### src/rtl/core/tsq_pkg.sv
// Triangle shape quality: shared widths, item types and pipeline latency.
// No dependencies; imported by every module of the block.
package tsq_pkg;

  localparam int CW   = 24;              // coordinate width
  localparam int QF   = 16;              // quality fraction bits
  localparam int DW   = CW + 1;          // edge vector component width
  localparam int DENW = 2 * CW + 4;      // sum of squared edge lengths
  localparam int NW   = 2 * CW + 2;      // cross product component
  localparam int HL   = NW / 2;          // half of |n| for split squaring
  localparam int NSQW = 4 * CW + 6;      // 3 * |n|^2
  localparam int RW   = NSQW + 2 * QF + 2; // radicand
  localparam int SW   = RW / 2;          // integer root
  localparam int QW   = QF + 1;          // quality width
  localparam int RMW  = DENW + QF + 1;   // divider remainder
  localparam int LAT  = SW + QW + 8;     // accept edge to result edge

  typedef struct packed {
    logic signed [CW-1:0] first_x;
    logic signed [CW-1:0] first_y;
    logic signed [CW-1:0] first_z;
    logic signed [CW-1:0] second_x;
    logic signed [CW-1:0] second_y;
    logic signed [CW-1:0] second_z;
    logic signed [CW-1:0] third_x;
    logic signed [CW-1:0] third_y;
    logic signed [CW-1:0] third_z;
  } tsq_in_t;

  typedef struct packed {
    logic [QW-1:0] quality;
    logic          degenerate;
  } tsq_out_t;

endpackage

### src/rtl/core/tsq_div_cell.sv
// One cell of the restoring divider chain: settles one quotient bit.
// Depends on tsq_pkg for default widths; the top level hands them down.
module tsq_div_cell
  import tsq_pkg::*;
#(
  parameter int DENW_P = DENW,
  parameter int FB = QF,
  parameter int QW_P = QW,
  parameter int REMW = RMW
) (
  input  logic              clk,
  input  logic              rst_n,
  input  logic              in_valid,
  input  logic [REMW-1:0]   in_rem,
  input  logic [QW_P-1:0]   in_q,
  input  logic [DENW_P-1:0] in_den,
  input  logic              in_deg,
  input  logic              in_ovf,
  output logic              out_valid,
  output logic [REMW-1:0]   out_rem,
  output logic [QW_P-1:0]   out_q,
  output logic [DENW_P-1:0] out_den,
  output logic              out_deg,
  output logic              out_ovf
);

  logic [REMW-1:0] dv, rem_t;
  logic            ge;
  logic            valid_r;

  assign dv    = REMW'({in_den, FB'(0)});
  assign ge    = (in_rem >= dv);
  assign rem_t = ge ? in_rem - dv : in_rem;

  always_ff @(posedge clk) begin
    if (!rst_n) begin
      valid_r <= 1'b0;
    end else begin
      valid_r <= in_valid;
    end
  end

  always_ff @(posedge clk) begin
    out_rem <= {rem_t[REMW-2:0], 1'b0};
    out_q   <= {in_q[QW_P-2:0], ge};
    out_den <= in_den;
    out_deg <= in_deg;
    out_ovf <= in_ovf;
  end

  assign out_valid = valid_r;

endmodule

### config.mk
export PLATFORM = sky130hd
export DESIGN_NAME = tsq_div_cell
export DESIGN_NICKNAME = d
export VERILOG_FILES = /design/src/rtl/core/tsq_pkg.sv /design/src/rtl/core/tsq_div_cell.sv
export SDC_FILE = /design/constraint.sdc
export NUM_CORES = 1
export LEC_CHECK = 0
export ABC_CLOCK_PERIOD_IN_PS = 3040
export BUFFER_PORTS_ARGS = -buffer_cell sky130_fd_sc_hd__buf_2
export CAP_MARGIN = 40
export CORE_MARGIN = 8
export CORE_UTILIZATION = 50
export CTS_BUF_LIST = sky130_fd_sc_hd__clkbuf_2 sky130_fd_sc_hd__clkbuf_4 sky130_fd_sc_hd__clkbuf_8
export DETAILED_ROUTE_END_ITERATION = 10
export PLACE_DENSITY_LB_ADDON = 0.3
export SLEW_MARGIN = 20
export SYNTH_ARGS = -nofsm -noshare
export SYNTH_HDL_FRONTEND = slang
export SYNTH_SLANG_ARGS = --single-unit
### constraint.sdc
create_clock -name clk -period 3.04 [get_ports clk]
set_input_delay 0.304 -clock clk [delete_from_list [all_inputs] [get_ports clk]]
set_output_delay 0.304 -clock clk [all_outputs]
set_load 0.02 [all_outputs]
==> impl_metrics.json <==
{
  "outcome": "completed",
  "pre_cts_ws_ns": -0.150,
  "drt_pass1_iterations": 6,
  "slew_viol_final": 0,
  "fin_total_pwr_w": 0.00527,
  "fmax_mhz": 338,
  "drc": 0,
  "synth_edf_count": 0,
  "syn-cell-area_um2": 6740,
  "cts-buffers-inserted": 17,
  "final_common_cell": "buf_2",
  "setup_viol": 0,
  "syn_area_per_cell_um2": 8.64,
  "tns_ns": 0,
  "ant_nets": 0,
  "synthFlopType": "dfxtp_1",
  "cts_setup_buffers": 0,
  "vias": 7181,
  "hold_viol": 0,
  "cts_tree": "done",
  "yosysSeqAreaShare_pct": 41.6,
  "crit_arrival_ns": 3.31,
  "antenna_found_initial": 2,
  "peakVddDrop_mv": 0.387,
  "fin_crit_sh_pct": 97.3,
  "ys_ff_latch": 140,
  "dieArea_um2": 17400,
  "cts_sinks": 140,
  "fin_ws_ns": 0.0823,
  "drive_gt1_share_pct": 32.7,
  "rsz0062_at_grt": "true",
  "die_y_um": 132,
  "cap_viol_max_count": 0,
  "required_ns": 3.40,
  "whs_ns": 0.0491,
  "grt_pass1_wl_um": 37200,
  "fillers": 943,
  "rows": 42,
  "overflow": 0,
  "ys_types": 65,
  "hp-class": "in -> reg",
  "gp_congestion": 0.940,
  "cp_max_fo": 6,
  "dp_hpwl_um": 17100,
  "cts.htree.levels": 4,
  "clk_path_buf_depth": 2,
  "portBuffers": 281,
  "grt_pass1_vias": 7232,
  "cellPowerDensity_nw_per_um2": 534,
  "wire_per_inst_um": 17.4,
  "root_buffer": "clkbuf_8",
  "async_flop_share_pct": 0,
  "p_leak_nw": 4.85,
  "yosysWarnings": 0,
  "viasPerCell": 5.27,
  "drt-total-wl_um": 23700,
  "critPathLaunchType": "primary input",
  "layout_common_cells": "buf_2 (281), dfxtp_1 (140), a21oi_1 (99)",
  "grt_max_degree": 43,
  "die_w_um": 132,
  "cp-end-kind": "flop",
  "start_util_pct": 51.1,
  "syn_nets": 976,
  "path_class": "in -> reg",
  "first_iter_violations": 385,
  "num_io_pins": 284,
  "fin_nets": 1368,
  "syn_inst": 780,
  "coreArea_um2": 13200,
  "grt_usage_pct": 26.4,
  "areaGrowthSynthToFinish_pct": 46.6,
  "final_core_util_pct": 74.9,
  "clk_pin_slew_ns": 0.08,
  "min_period_ns": 2.96
}
==> where the power goes <==
group	switching, W	internal, W	total (W)
logic	0.00101	0.000692	0.00170
clock network	0.000863	0.000608	0.00147
registers	0.0000500	0.00205	0.00210
total	0.00192	0.00335	0.00527
==> per-layer routing <==
| layer | share of wire, % | track usage [%] |
|---|---|---|
| met1 | 38 | 28.2 |
| met3 | 8.5 | 9.11 |
| met4 | 3.5 | 12.4 |
| met2 | 49 | 45.8 |
| met5 | 0.038 | 0 |
==> kinds of logic after synthesis <==
logic type	after synthesis	synth area share, %
compound gates	227	20.8
simple gates	218	15.7
flops	140	41.6
buf+inv	93	5.61
fa+ha+maj	53	9.96
xor+xnor	47	6.11
other cells	1	0.0557
mux	1	0.167
==> state kept, by name, summed over array words and instances, names as in the netlist <==
signal / flops
out_deg: 1
out_valid: 1
out_rem: 68
out_ovf: 1
out_q: 17
out_den: 52
==> path summary, 6_finish.rpt <==
kind                  startpoint          end  slack [ns]  depth (start not counted)
worst min-delay path       rst_n    out_valid        0.05                          2
worst max-delay path  in_den[33]  out_rem[63]        0.08                         12
==> metrics by stage <==
| step | instances | instance area (um^2) |
|---|---|---|
| final | 1362 | 9870 |
| after global routing | 1362 | 9870 |
| after CTS | 1361 | 9750 |
| after detailed placement | 1243 | 8510 |
| after global placement | 1243 | 8510 |
| after floorplan | 780 | 6740 |
==> area by class of cell <==
type / instances / area [um^2] / area share [%]
Antenna cell: 1 / 2.50 / 0.0253
Clock buffer: 17 / 234 / 2.37
Clock inverter: 15 / 148 / 1.50
Inverter: 62 / 235 / 2.38
Multi-Input combinational cell: 547 / 3670 / 37.2
Sequential cell: 140 / 2800 / 28.4
Tap cell: 176 / 220 / 2.23
Timing Repair Buffer: 404 / 2560 / 25.9
==> cell usage after synthesis (3+ instances only) <==
master | instances | area, um^2
nor3_1 | 7 | 35.0
nor2_1 | 74 | 278
buf_2 | 20 | 100
o211ai_1 | 5 | 37.5
dfxtp_1 | 140 | 2800
xor2_1 | 19 | 166
nand2_1 | 56 | 210
inv_1 | 61 | 229
a21boi_0 | 3 | 22.5
and2_1 | 5 | 31.3
or3_1 | 7 | 43.8
a21o_1 | 27 | 203
clkbuf_1 | 10 | 37.5
nand4_1 | 19 | 119
ha_1 | 52 | 651
nand3_1 | 9 | 45.0
a21oi_1 | 101 | 505
a211oi_1 | 3 | 22.5
o21a_1 | 6 | 45.0
nor4_1 | 6 | 37.5
nand2b_1 | 9 | 56.3
o21bai_1 | 8 | 60.1
a31oi_1 | 7 | 43.8
o21ai_0 | 37 | 185
o22ai_1 | 3 | 18.8
nor2b_1 | 8 | 50.1
xnor2_1 | 28 | 245
==> critical path: stages <==
cell and delay (ns):
dlygate4sd3_1 0.55, buf_2 0.12, inv_1 0.04, ha_1 0.41
nand2_2 0.14, inv_1 0.10, nand4_1 0.12, or3_1 0.43
o31ai_4 0.36, nor2_4 0.09, or4_1 0.52, o211a_1 0.13
==> repair_timing <==
| action | in CTS | in global routing |
|---|---|---|
| gates resized for setup | 0 | 30 |
| setup endpoints to repair | 0 | 49 |
| hold buffers | 86 | 0 |
| endpoints found under the hold margin | 86 | 0 |
No activity file was read; power rests on OpenSTA's default activity.
