`src/rtl/core/tsq_pkg.sv`:
```
// Triangle shape quality: shared widths, item types and pipeline latency.
// No dependencies; imported by every module of the block.
package tsq_pkg;

  localparam int CW   = 24;              // coordinate width
  localparam int QF   = 16;              // quality fraction bits
  localparam int DW   = CW + 1;          // edge vector component width
  localparam int DENW = 2 * CW + 4;      // sum of squared edge lengths
  localparam int NW   = 2 * CW + 2;      // cross product component
  localparam int HL   = NW / 2;          // half of |n| for split squaring
  localparam int NSQW = 4 * CW + 6;      // 3 * |n|^2
  localparam int RW   = NSQW + 2 * QF + 2; // radicand
  localparam int SW   = RW / 2;          // integer root
  localparam int QW   = QF + 1;          // quality width
  localparam int RMW  = DENW + QF + 1;   // divider remainder
  localparam int LAT  = SW + QW + 8;     // accept edge to result edge

  typedef struct packed {
    logic signed [CW-1:0] first_x;
    logic signed [CW-1:0] first_y;
    logic signed [CW-1:0] first_z;
    logic signed [CW-1:0] second_x;
    logic signed [CW-1:0] second_y;
    logic signed [CW-1:0] second_z;
    logic signed [CW-1:0] third_x;
    logic signed [CW-1:0] third_y;
    logic signed [CW-1:0] third_z;
  } tsq_in_t;

  typedef struct packed {
    logic [QW-1:0] quality;
    logic          degenerate;
  } tsq_out_t;

endpackage

```
`src/rtl/core/tsq_sqrt_cell.sv`:
```
// One cell of the integer square root chain: settles one root bit.
// Depends on tsq_pkg for default widths; the top level hands them down.
module tsq_sqrt_cell
  import tsq_pkg::*;
#(
  parameter int RADW = RW,
  parameter int ROOTW = SW,
  parameter int DENW_P = DENW
) (
  input  logic              clk,
  input  logic              rst_n,
  input  logic              in_valid,
  input  logic [RADW-1:0]   in_rad,
  input  logic [ROOTW+1:0]  in_rem,
  input  logic [ROOTW-1:0]  in_root,
  input  logic [DENW_P-1:0] in_den,
  input  logic              in_deg,
  output logic              out_valid,
  output logic [RADW-1:0]   out_rad,
  output logic [ROOTW+1:0]  out_rem,
  output logic [ROOTW-1:0]  out_root,
  output logic [DENW_P-1:0] out_den,
  output logic              out_deg
);

  logic [ROOTW+1:0] rem_sh, trial, rem_nxt;
  logic             ge;
  logic             valid_r;

  assign rem_sh  = {in_rem[ROOTW-1:0], in_rad[RADW-1:RADW-2]};
  assign trial   = {in_root, 2'b01};
  assign ge      = (rem_sh >= trial);
  assign rem_nxt = ge ? rem_sh - trial : rem_sh;

  always_ff @(posedge clk) begin
    if (!rst_n) begin
      valid_r <= 1'b0;
    end else begin
      valid_r <= in_valid;
    end
  end

  always_ff @(posedge clk) begin
    out_rad  <= {in_rad[RADW-3:0], 2'b00};
    out_rem  <= rem_nxt;
    out_root <= {in_root[ROOTW-2:0], ge};
    out_den  <= in_den;
    out_deg  <= in_deg;
  end

  assign out_valid = valid_r;

endmodule

```
`config.mk`:
```
export PLATFORM = sky130hd
export DESIGN_NAME = tsq_sqrt_cell
export DESIGN_NICKNAME = d
export VERILOG_FILES = /design/src/rtl/core/tsq_pkg.sv /design/src/rtl/core/tsq_sqrt_cell.sv
export SDC_FILE = /design/constraint.sdc
export NUM_CORES = 1
export LEC_CHECK = 0
export ABC_AREA = 1
export BUFFER_PORTS_ARGS = -buffer_cell sky130_fd_sc_hd__buf_2
export CORE_AREA = 5 5 252 254
export DETAILED_ROUTE_END_ITERATION = 7
export DIE_AREA = 0 0 257 259
export PLACE_DENSITY = 0.44
export SLEW_MARGIN = 10
export SYNTH_ARGS = -nofsm -noshare
export SYNTH_HDL_FRONTEND = slang
export SYNTH_SLANG_ARGS = --single-unit
```
`constraint.sdc`:
```
create_clock -name clk -period 2.07 [get_ports clk]
set_input_delay 0.1035 -clock clk [delete_from_list [all_inputs] [get_ports clk]]
set_output_delay 0.1035 -clock clk [all_outputs]
set_load 0.05 [all_outputs]
```
==> run_results.csv, run 1 <==
group,metric,value,unit
cts,cts_sinks,326,
cts,clock_path_buffers,3,
cts,htree_levels,2,
logic_synthesis,ys_seq_area_share,46.8,%
logic_synthesis,netlist_area,0.0139,mm2
sta,rsz0062_at_grt,"false",
routing,first_iter_violations,826,
routing,drc_errors,0,
logic_synthesis,synth_cells,1915,
floorplanning,die_area,0.0666,mm2
global_routing,grt_max_degree,26,
placement,place_hpwl,73900,um
cts,cts_made_buffers,41,
floorplanning,die_height,259,um
cts,cts_root_buf,"clkbuf_16",
routing,firstDrtPassIters,5,
sta,drv_slew,0,
global_routing,grt_usage,25.0,%
cts,path_clk_slew,60,ps
placement,place_congestion,0.932,
floorplanning,io_pins,658,
placement,portBuffers,653,
floorplanning,rows,91,
power,leakage,14.1,nW
outcome,violations,"negative hold slack",
routing,vias,16934,
final_layout,areaGrowthSynthToFinish,82.0,%
logic_synthesis,syn_area_per_cell,7.28,um2
sta,fin_crit,1900,ps
setup_path,required,2510,ps
logic_synthesis,synth_area_leaders,"dfxtp_1 47%, nand2_1 19%, inv_1 9.5%",
sta,hold_viol_final,1,
floorplanning,die_w,257,um
global_routing,antenna_found_initial,15,
sta,setup_viol,0,
setup_path,worstPathArrival,2340,ps
setup_path,worstSetupEndpoint,"out_rem[55]$_DFF_P_",
setup_path,cp-end-kind,"flip-flop",
power,ir_worst_vdd,0.674,mV
sta,finalCritPeriodShare,91.9,%
logic_synthesis,yosysWarnings,0,
placement,pre_cts_ws,-430,ps
sta,tightestPinTransition,499,ps
final_layout,drive_gt1_share,34.2,%
routing,routed_wl,86700,um
routing,wl_per_cell,21.2,um
global_routing,grt_pass1_vias,18056,
cts,cts_hold_buf,323,
sta,max-slew-margin-rel,66.4,%
routing,vias_per_cell,4.13,
cts,cts_tree,"yes",
floorplanning,core,0.0610,mm2
sta,setup_ws,167,ps
setup_path,worstSetupPathType,"input pin to flip-flop",
sta,setup_tns,0,ps
sta,timing.fmax,525,MHz
final_layout,final_common_cell,"nand2_1",
setup_path,critPathLaunch,"in_root[16]",
logic_synthesis,yosys.cell_types.count,31,
outcome,status,"complete, but fails checks",
hold_path,hp-class,"input pin to flip-flop",
global_routing,grt_pass1_wl,123000,um
sta,whs,-179,ps
routing,postRouteAntennaNets,0,
setup_path,path_max_fanout,24,
cts,post-cts-setup-buffers,0,
flow_run,cap_violations,0,
final_layout,final_nets,3676,
logic_synthesis,ys_seq_elements,326,
logic_synthesis,yosysTopAreaCell,"dfxtp_1",
floorplanning,start_util,22.8,%
global_routing,overflow,0,
final_layout,mostFrequentLayoutCells,"692 x nand2_1, 653 x buf_2, 352 x buf_4",
power,powerDensity,812,mW/mm2
logic_synthesis,yosysTopAreaCellShare,46.8,%
setup_path,start_kind,"input pin",
-- state kept, by name (all words and copies together) (netlist names) --
name and count:
out_den 52, out_rem 70, out_rad 134, out_valid 1, out_root 68, out_deg 1
-- Yosys cell counts (all sizes together) --
cell type / count
inv: 357
nor4: 6
xnor2: 2
o21bai: 8
nor3: 16
a21oi: 77
nor2: 134
o21ai: 34
buf: 16
clkbuf: 1
dfxtp: 326
conb: 1
nand2: 720
ha: 70
nand3b: 15
nand3: 85
xor2: 35
and2: 1
nand4: 11
-- timing repair --
item / 4_1_cts / 5_1_grt
resized for setup: 0 / 2
setup endpoints to repair: 0 / 11
endpoints found under the hold margin: 323 / 1
-- cells by family (layout without fill, tap and decap cells) --
logic type / Yosys count / count (layout) / synth area share (%)
adder cells (fa/ha/maj): 70 / 70 / 6.29
flip-flops: 326 / 326 / 46.8
AND/OR/NAND/NOR: 988 / 988 / 29.7
other: 1 / 7 / 0.0269
AO/OA/AOI/OAI: 119 / 119 / 4.42
buffers and inverters: 374 / 1760 / 10.4
XOR/XNOR: 37 / 37 / 2.33
-- final cells by class --
type / count / area (um2)
Fill cell: 6367 / 35700
Clock inverter: 16 / 125
Tap cell: 790 / 988
Sequential cell: 326 / 6530
Timing Repair Buffer: 1334 / 9260
Inverter: 357 / 1340
Antenna cell: 5 / 12.5
Multi-Input combinational cell: 1216 / 5960
Clock buffer: 53 / 1130
-- worst max-delay path: stages --
cell	delay [ps]
buf_2	100
inv_1	40
ha_1	360
nand2_1	140
nor2_2	170
nand2_1	100
nor2_1	260
nand3_1	170
o21bai_1	170
nor2_1	90
nand2_4	180
inv_4	100
buf_12	180
nand2_1	80
nand2_1	60
-- how the worst min path moves through the flow --
stage / from / end / cells past startpoint / slack (ps)
CTS: in_rad[134] / out_rem[0]$_DFF_P_ / 3 / -240
detailed placement: in_rad[9] / out_rad[11]$_DFF_P_ / 1 / 210
global route: in_rad[134] / out_rem[0]$_DFF_P_ / 3 / -200
global placement: in_rad[65] / out_rad[67]$_DFF_P_ / 1 / 210
finish: in_rad[134] / out_rem[0]$_DFF_P_ / 3 / -180
floorplan: in_deg / out_deg$_DFF_P_ / 0 / 130
-- layer usage --
layer  part of all wire [%]  wire length, um  global-route usage [%]
met2                     51            44600                    46.8
met1                     40            34500                    28.6
met3                    5.2             4480                    5.30
met4                    3.4             2940                    7.49
met5                   0.16              136                       0
-- power by group --
| group | internal [mW] | switching (mW) | total [mW] |
|---|---|---|---|
| sequential | 6.80 | 0.201 | 7.00 |
| clock | 3.97 | 2.88 | 6.85 |
| combinational | 2.34 | 4.39 | 6.73 |
| total | 13.1 | 7.47 | 20.6 |
-- metrics by stage --
step	utilization, %	power [mW]	instances	instance area [um2]	hold slack (ps)
final	41.5	20.6	4097	25400	-179
after floorplan	-	10.6	1916	13900	131
after CTS	41.5	20.9	4092	25300	-236
after global routing	41.5	21.5	4095	25300	-199
after detailed placement	34.2	13.4	3700	20800	207
after global placement	34.2	13.4	3700	20800	206
(Power assumes the default switching activity.)
==> run 2, diff against run 1 <==
BUFFER_PORTS_ARGS = unset   (was -buffer_cell sky130_fd_sc_hd__buf_2)
DONT_BUFFER_PORTS = 1   (was unset)
PLACE_DENSITY = 0.35   (was 0.44)
==> run 2 against run 1 <==
The run still ends with negative hold slack left. Design area shrank 14%. Via count is 17% lower. Clock power fell by 4.8%. Largest cell class is now sequential cells.
==> run_results.csv, run 2 (synthesis results as in run 1) <==
group,metric,value,unit
outcome,status,"complete, but fails checks",
outcome,violations,"negative hold slack",
power,intPower,12.4,mW
flow_run,cap_violations,0,
sta,tightestPinTransition,805,ps
power,total_power,19.4,mW
final_layout,top_regs,"out_rad (134), out_rem (70), out_root (68)",
floorplanning,rows,91,
final_layout,stdcell_count,3380,
setup_path,required,2500,ps
routing,routed_wl,76300,um
floorplanning,core,0.0610,mm2
routing,drc_errors,0,
sta,timing.fmax,492,MHz
setup_path,cp_common_cell,"nand2_1",
sta,max-slew-margin-rel,46.3,%
sta,fin_crit,2030,ps
final_layout,areaGrowthSynthToFinish,56.0,%
final_layout,mostFrequentLayoutCells,"692 x nand2_1, 351 x inv_1, 326 x dfxtp_1",
placement,portBuffers,0,
final_layout,utilization,35.6,%
routing,postRouteAntennaNets,0,
sta,finalCritPeriodShare,98.1,%
final_layout,final_nets,2963,
placement,place_hpwl,62200,um
global_routing,grt_pass1_vias,14682,
global_routing,grt_usage,21.7,%
power,leakage,11.2,nW
floorplanning,io_pins,658,
cts,clock_path_buffers,3,
sta,whs,-341,ps
setup_path,crit_slowest_cell,"dlygate4sd3_1",
placement,place_congestion,0.870,
global_routing,overflow,0,
power,p_switching,6.96,mW
final_layout,largest_register,"out_rad",
routing,wl_per_cell,22.6,um
cts,path_clk_slew,60,ps
power,combPwrFrac,19.5,%
global_routing,grtUsageMet3,5.59,%
power,powerDensity,890,mW/mm2
setup_path,start_kind,"input pin",
global_routing,grt_max_degree,24,
global_routing,grt_pass1_wl,106000,um
global_routing,grtUsageMet1,24.6,%
global_routing,top_usage_layer,"met2",
cts,cts_sinks,326,
power,ir_worst_vdd,0.570,mV
power,clkPwrFrac,33.7,%
cts,htree_levels,2,
final_layout,final_common_cell,"nand2_1",
global_routing,antenna_found_initial,4,
routing,first_iter_violations,746,
final_layout,largest_register_ffs,134,
floorplanning,start_util,22.8,%
global_routing,met2_usage,39.6,%
sta,hold_viol_final,8,
final_layout,drive_gt1_share,16.0,%
setup_path,crit_chain,"dlygate4sd3_1, ha_1, nand2_1, nor3_2, buf_4, nand3_1, o21bai_1, nor2_2, nand2_8, inv_8, clkbuf_16, nand2_1, nand2_1",
setup_path,path_max_fanout,10,
routing,vias,14051,
sta,setup_viol,0,
setup_path,worstPathArrival,2460,ps
floorplanning,die_height,259,um
routing,firstDrtPassIters,5,
power,netSwitchingFraction,35.9,%
sta,drv_slew,0,
placement,post-place-cells,2984,
power,seqPwrFrac,46.8,%
floorplanning,die_w,257,um
cts,cts_root_buf,"clkbuf_16",
setup_path,cp-end-kind,"flip-flop",
cts,cts_tree,"yes",
routing,vias_per_cell,4.16,
floorplanning,die_area,0.0666,mm2
setup_path,worstSetupPathType,"input pin to flip-flop",
final_layout,nFillCells,6459,
cts,cts_made_buffers,36,
hold_path,hp-class,"input pin to flip-flop",
setup_path,cpPeakStageDelay,580,ps
-- run 2: path summary, 6_finish.rpt --
path | startpoint | end | cells past startpoint
worst min-delay path | in_rem[55] | out_rem[57]$_DFF_P_ | 2
worst max-delay path | in_rem[66] | out_rem[17]$_DFF_P_ | 13
-- run 2: area by class of cell --
| cell class | instances | area [um2] | area share [%] |
|---|---|---|---|
| timing repair buffer | 626 | 5700 | 26.2 |
| clock inverter | 13 | 169 | 0.777 |
| antenna | 3 | 7.51 | 0.0345 |
| clock buffer | 49 | 1010 | 4.66 |
| sequential | 326 | 6530 | 30.0 |
| multi-input combinational | 1216 | 5990 | 27.6 |
| inverter | 357 | 1350 | 6.20 |
| tap | 790 | 988 | 4.55 |
-- run 2: power groups by stage --
| stage | clock, mW | sequential [mW] | combinational, mW |
|---|---|---|---|
| after global routing | 6.99 | 9.09 | 4.18 |
| final | 6.52 | 9.05 | 3.78 |
| after detailed placement | 0 | 9.22 | 3.14 |
| after CTS | 6.72 | 9.09 | 3.66 |
| after global placement | 0 | 9.25 | 3.14 |
| after floorplan | 0 | 8.92 | 1.67 |
-- run 2: repair_timing --
item                       in CTS  in global routing
hold buffers                  304                 21
setup buffers                   0                  2
resized for setup               0                 16
hold endpoints to repair      325                 24
setup endpoints to repair       0                 67
-- run 2: metrics by stage --
stage / cell area, um2 / worst slack [ps] / setup TNS (ps)
floorplan: 13900 / 211 / 0
global placement: 17100 / -569 / -29770
detailed placement: 17100 / -587 / -35090
CTS: 21300 / 2.21 / 0
global route: 21700 / -2.85 / -4.86
finish: 21700 / 38.9 / 0
-- run 2: routing by layer --
layer | part of all wire [%] | up-vias
met2 | 51 | 467
met1 | 39 | 6397
met4 | 3.9 | 0
met5 | 0 | -
met3 | 6.2 | 94
li1 | - | 7093
-- run 2: worst max-delay path: cells and delay by family --
family / cells / cell delay, ps
AND/OR/NAND/NOR: 7 / 820
buffers and inverters: 4 / 1030
AO/OA/AOI/OAI: 1 / 190
adder cells (fa/ha/maj): 1 / 310
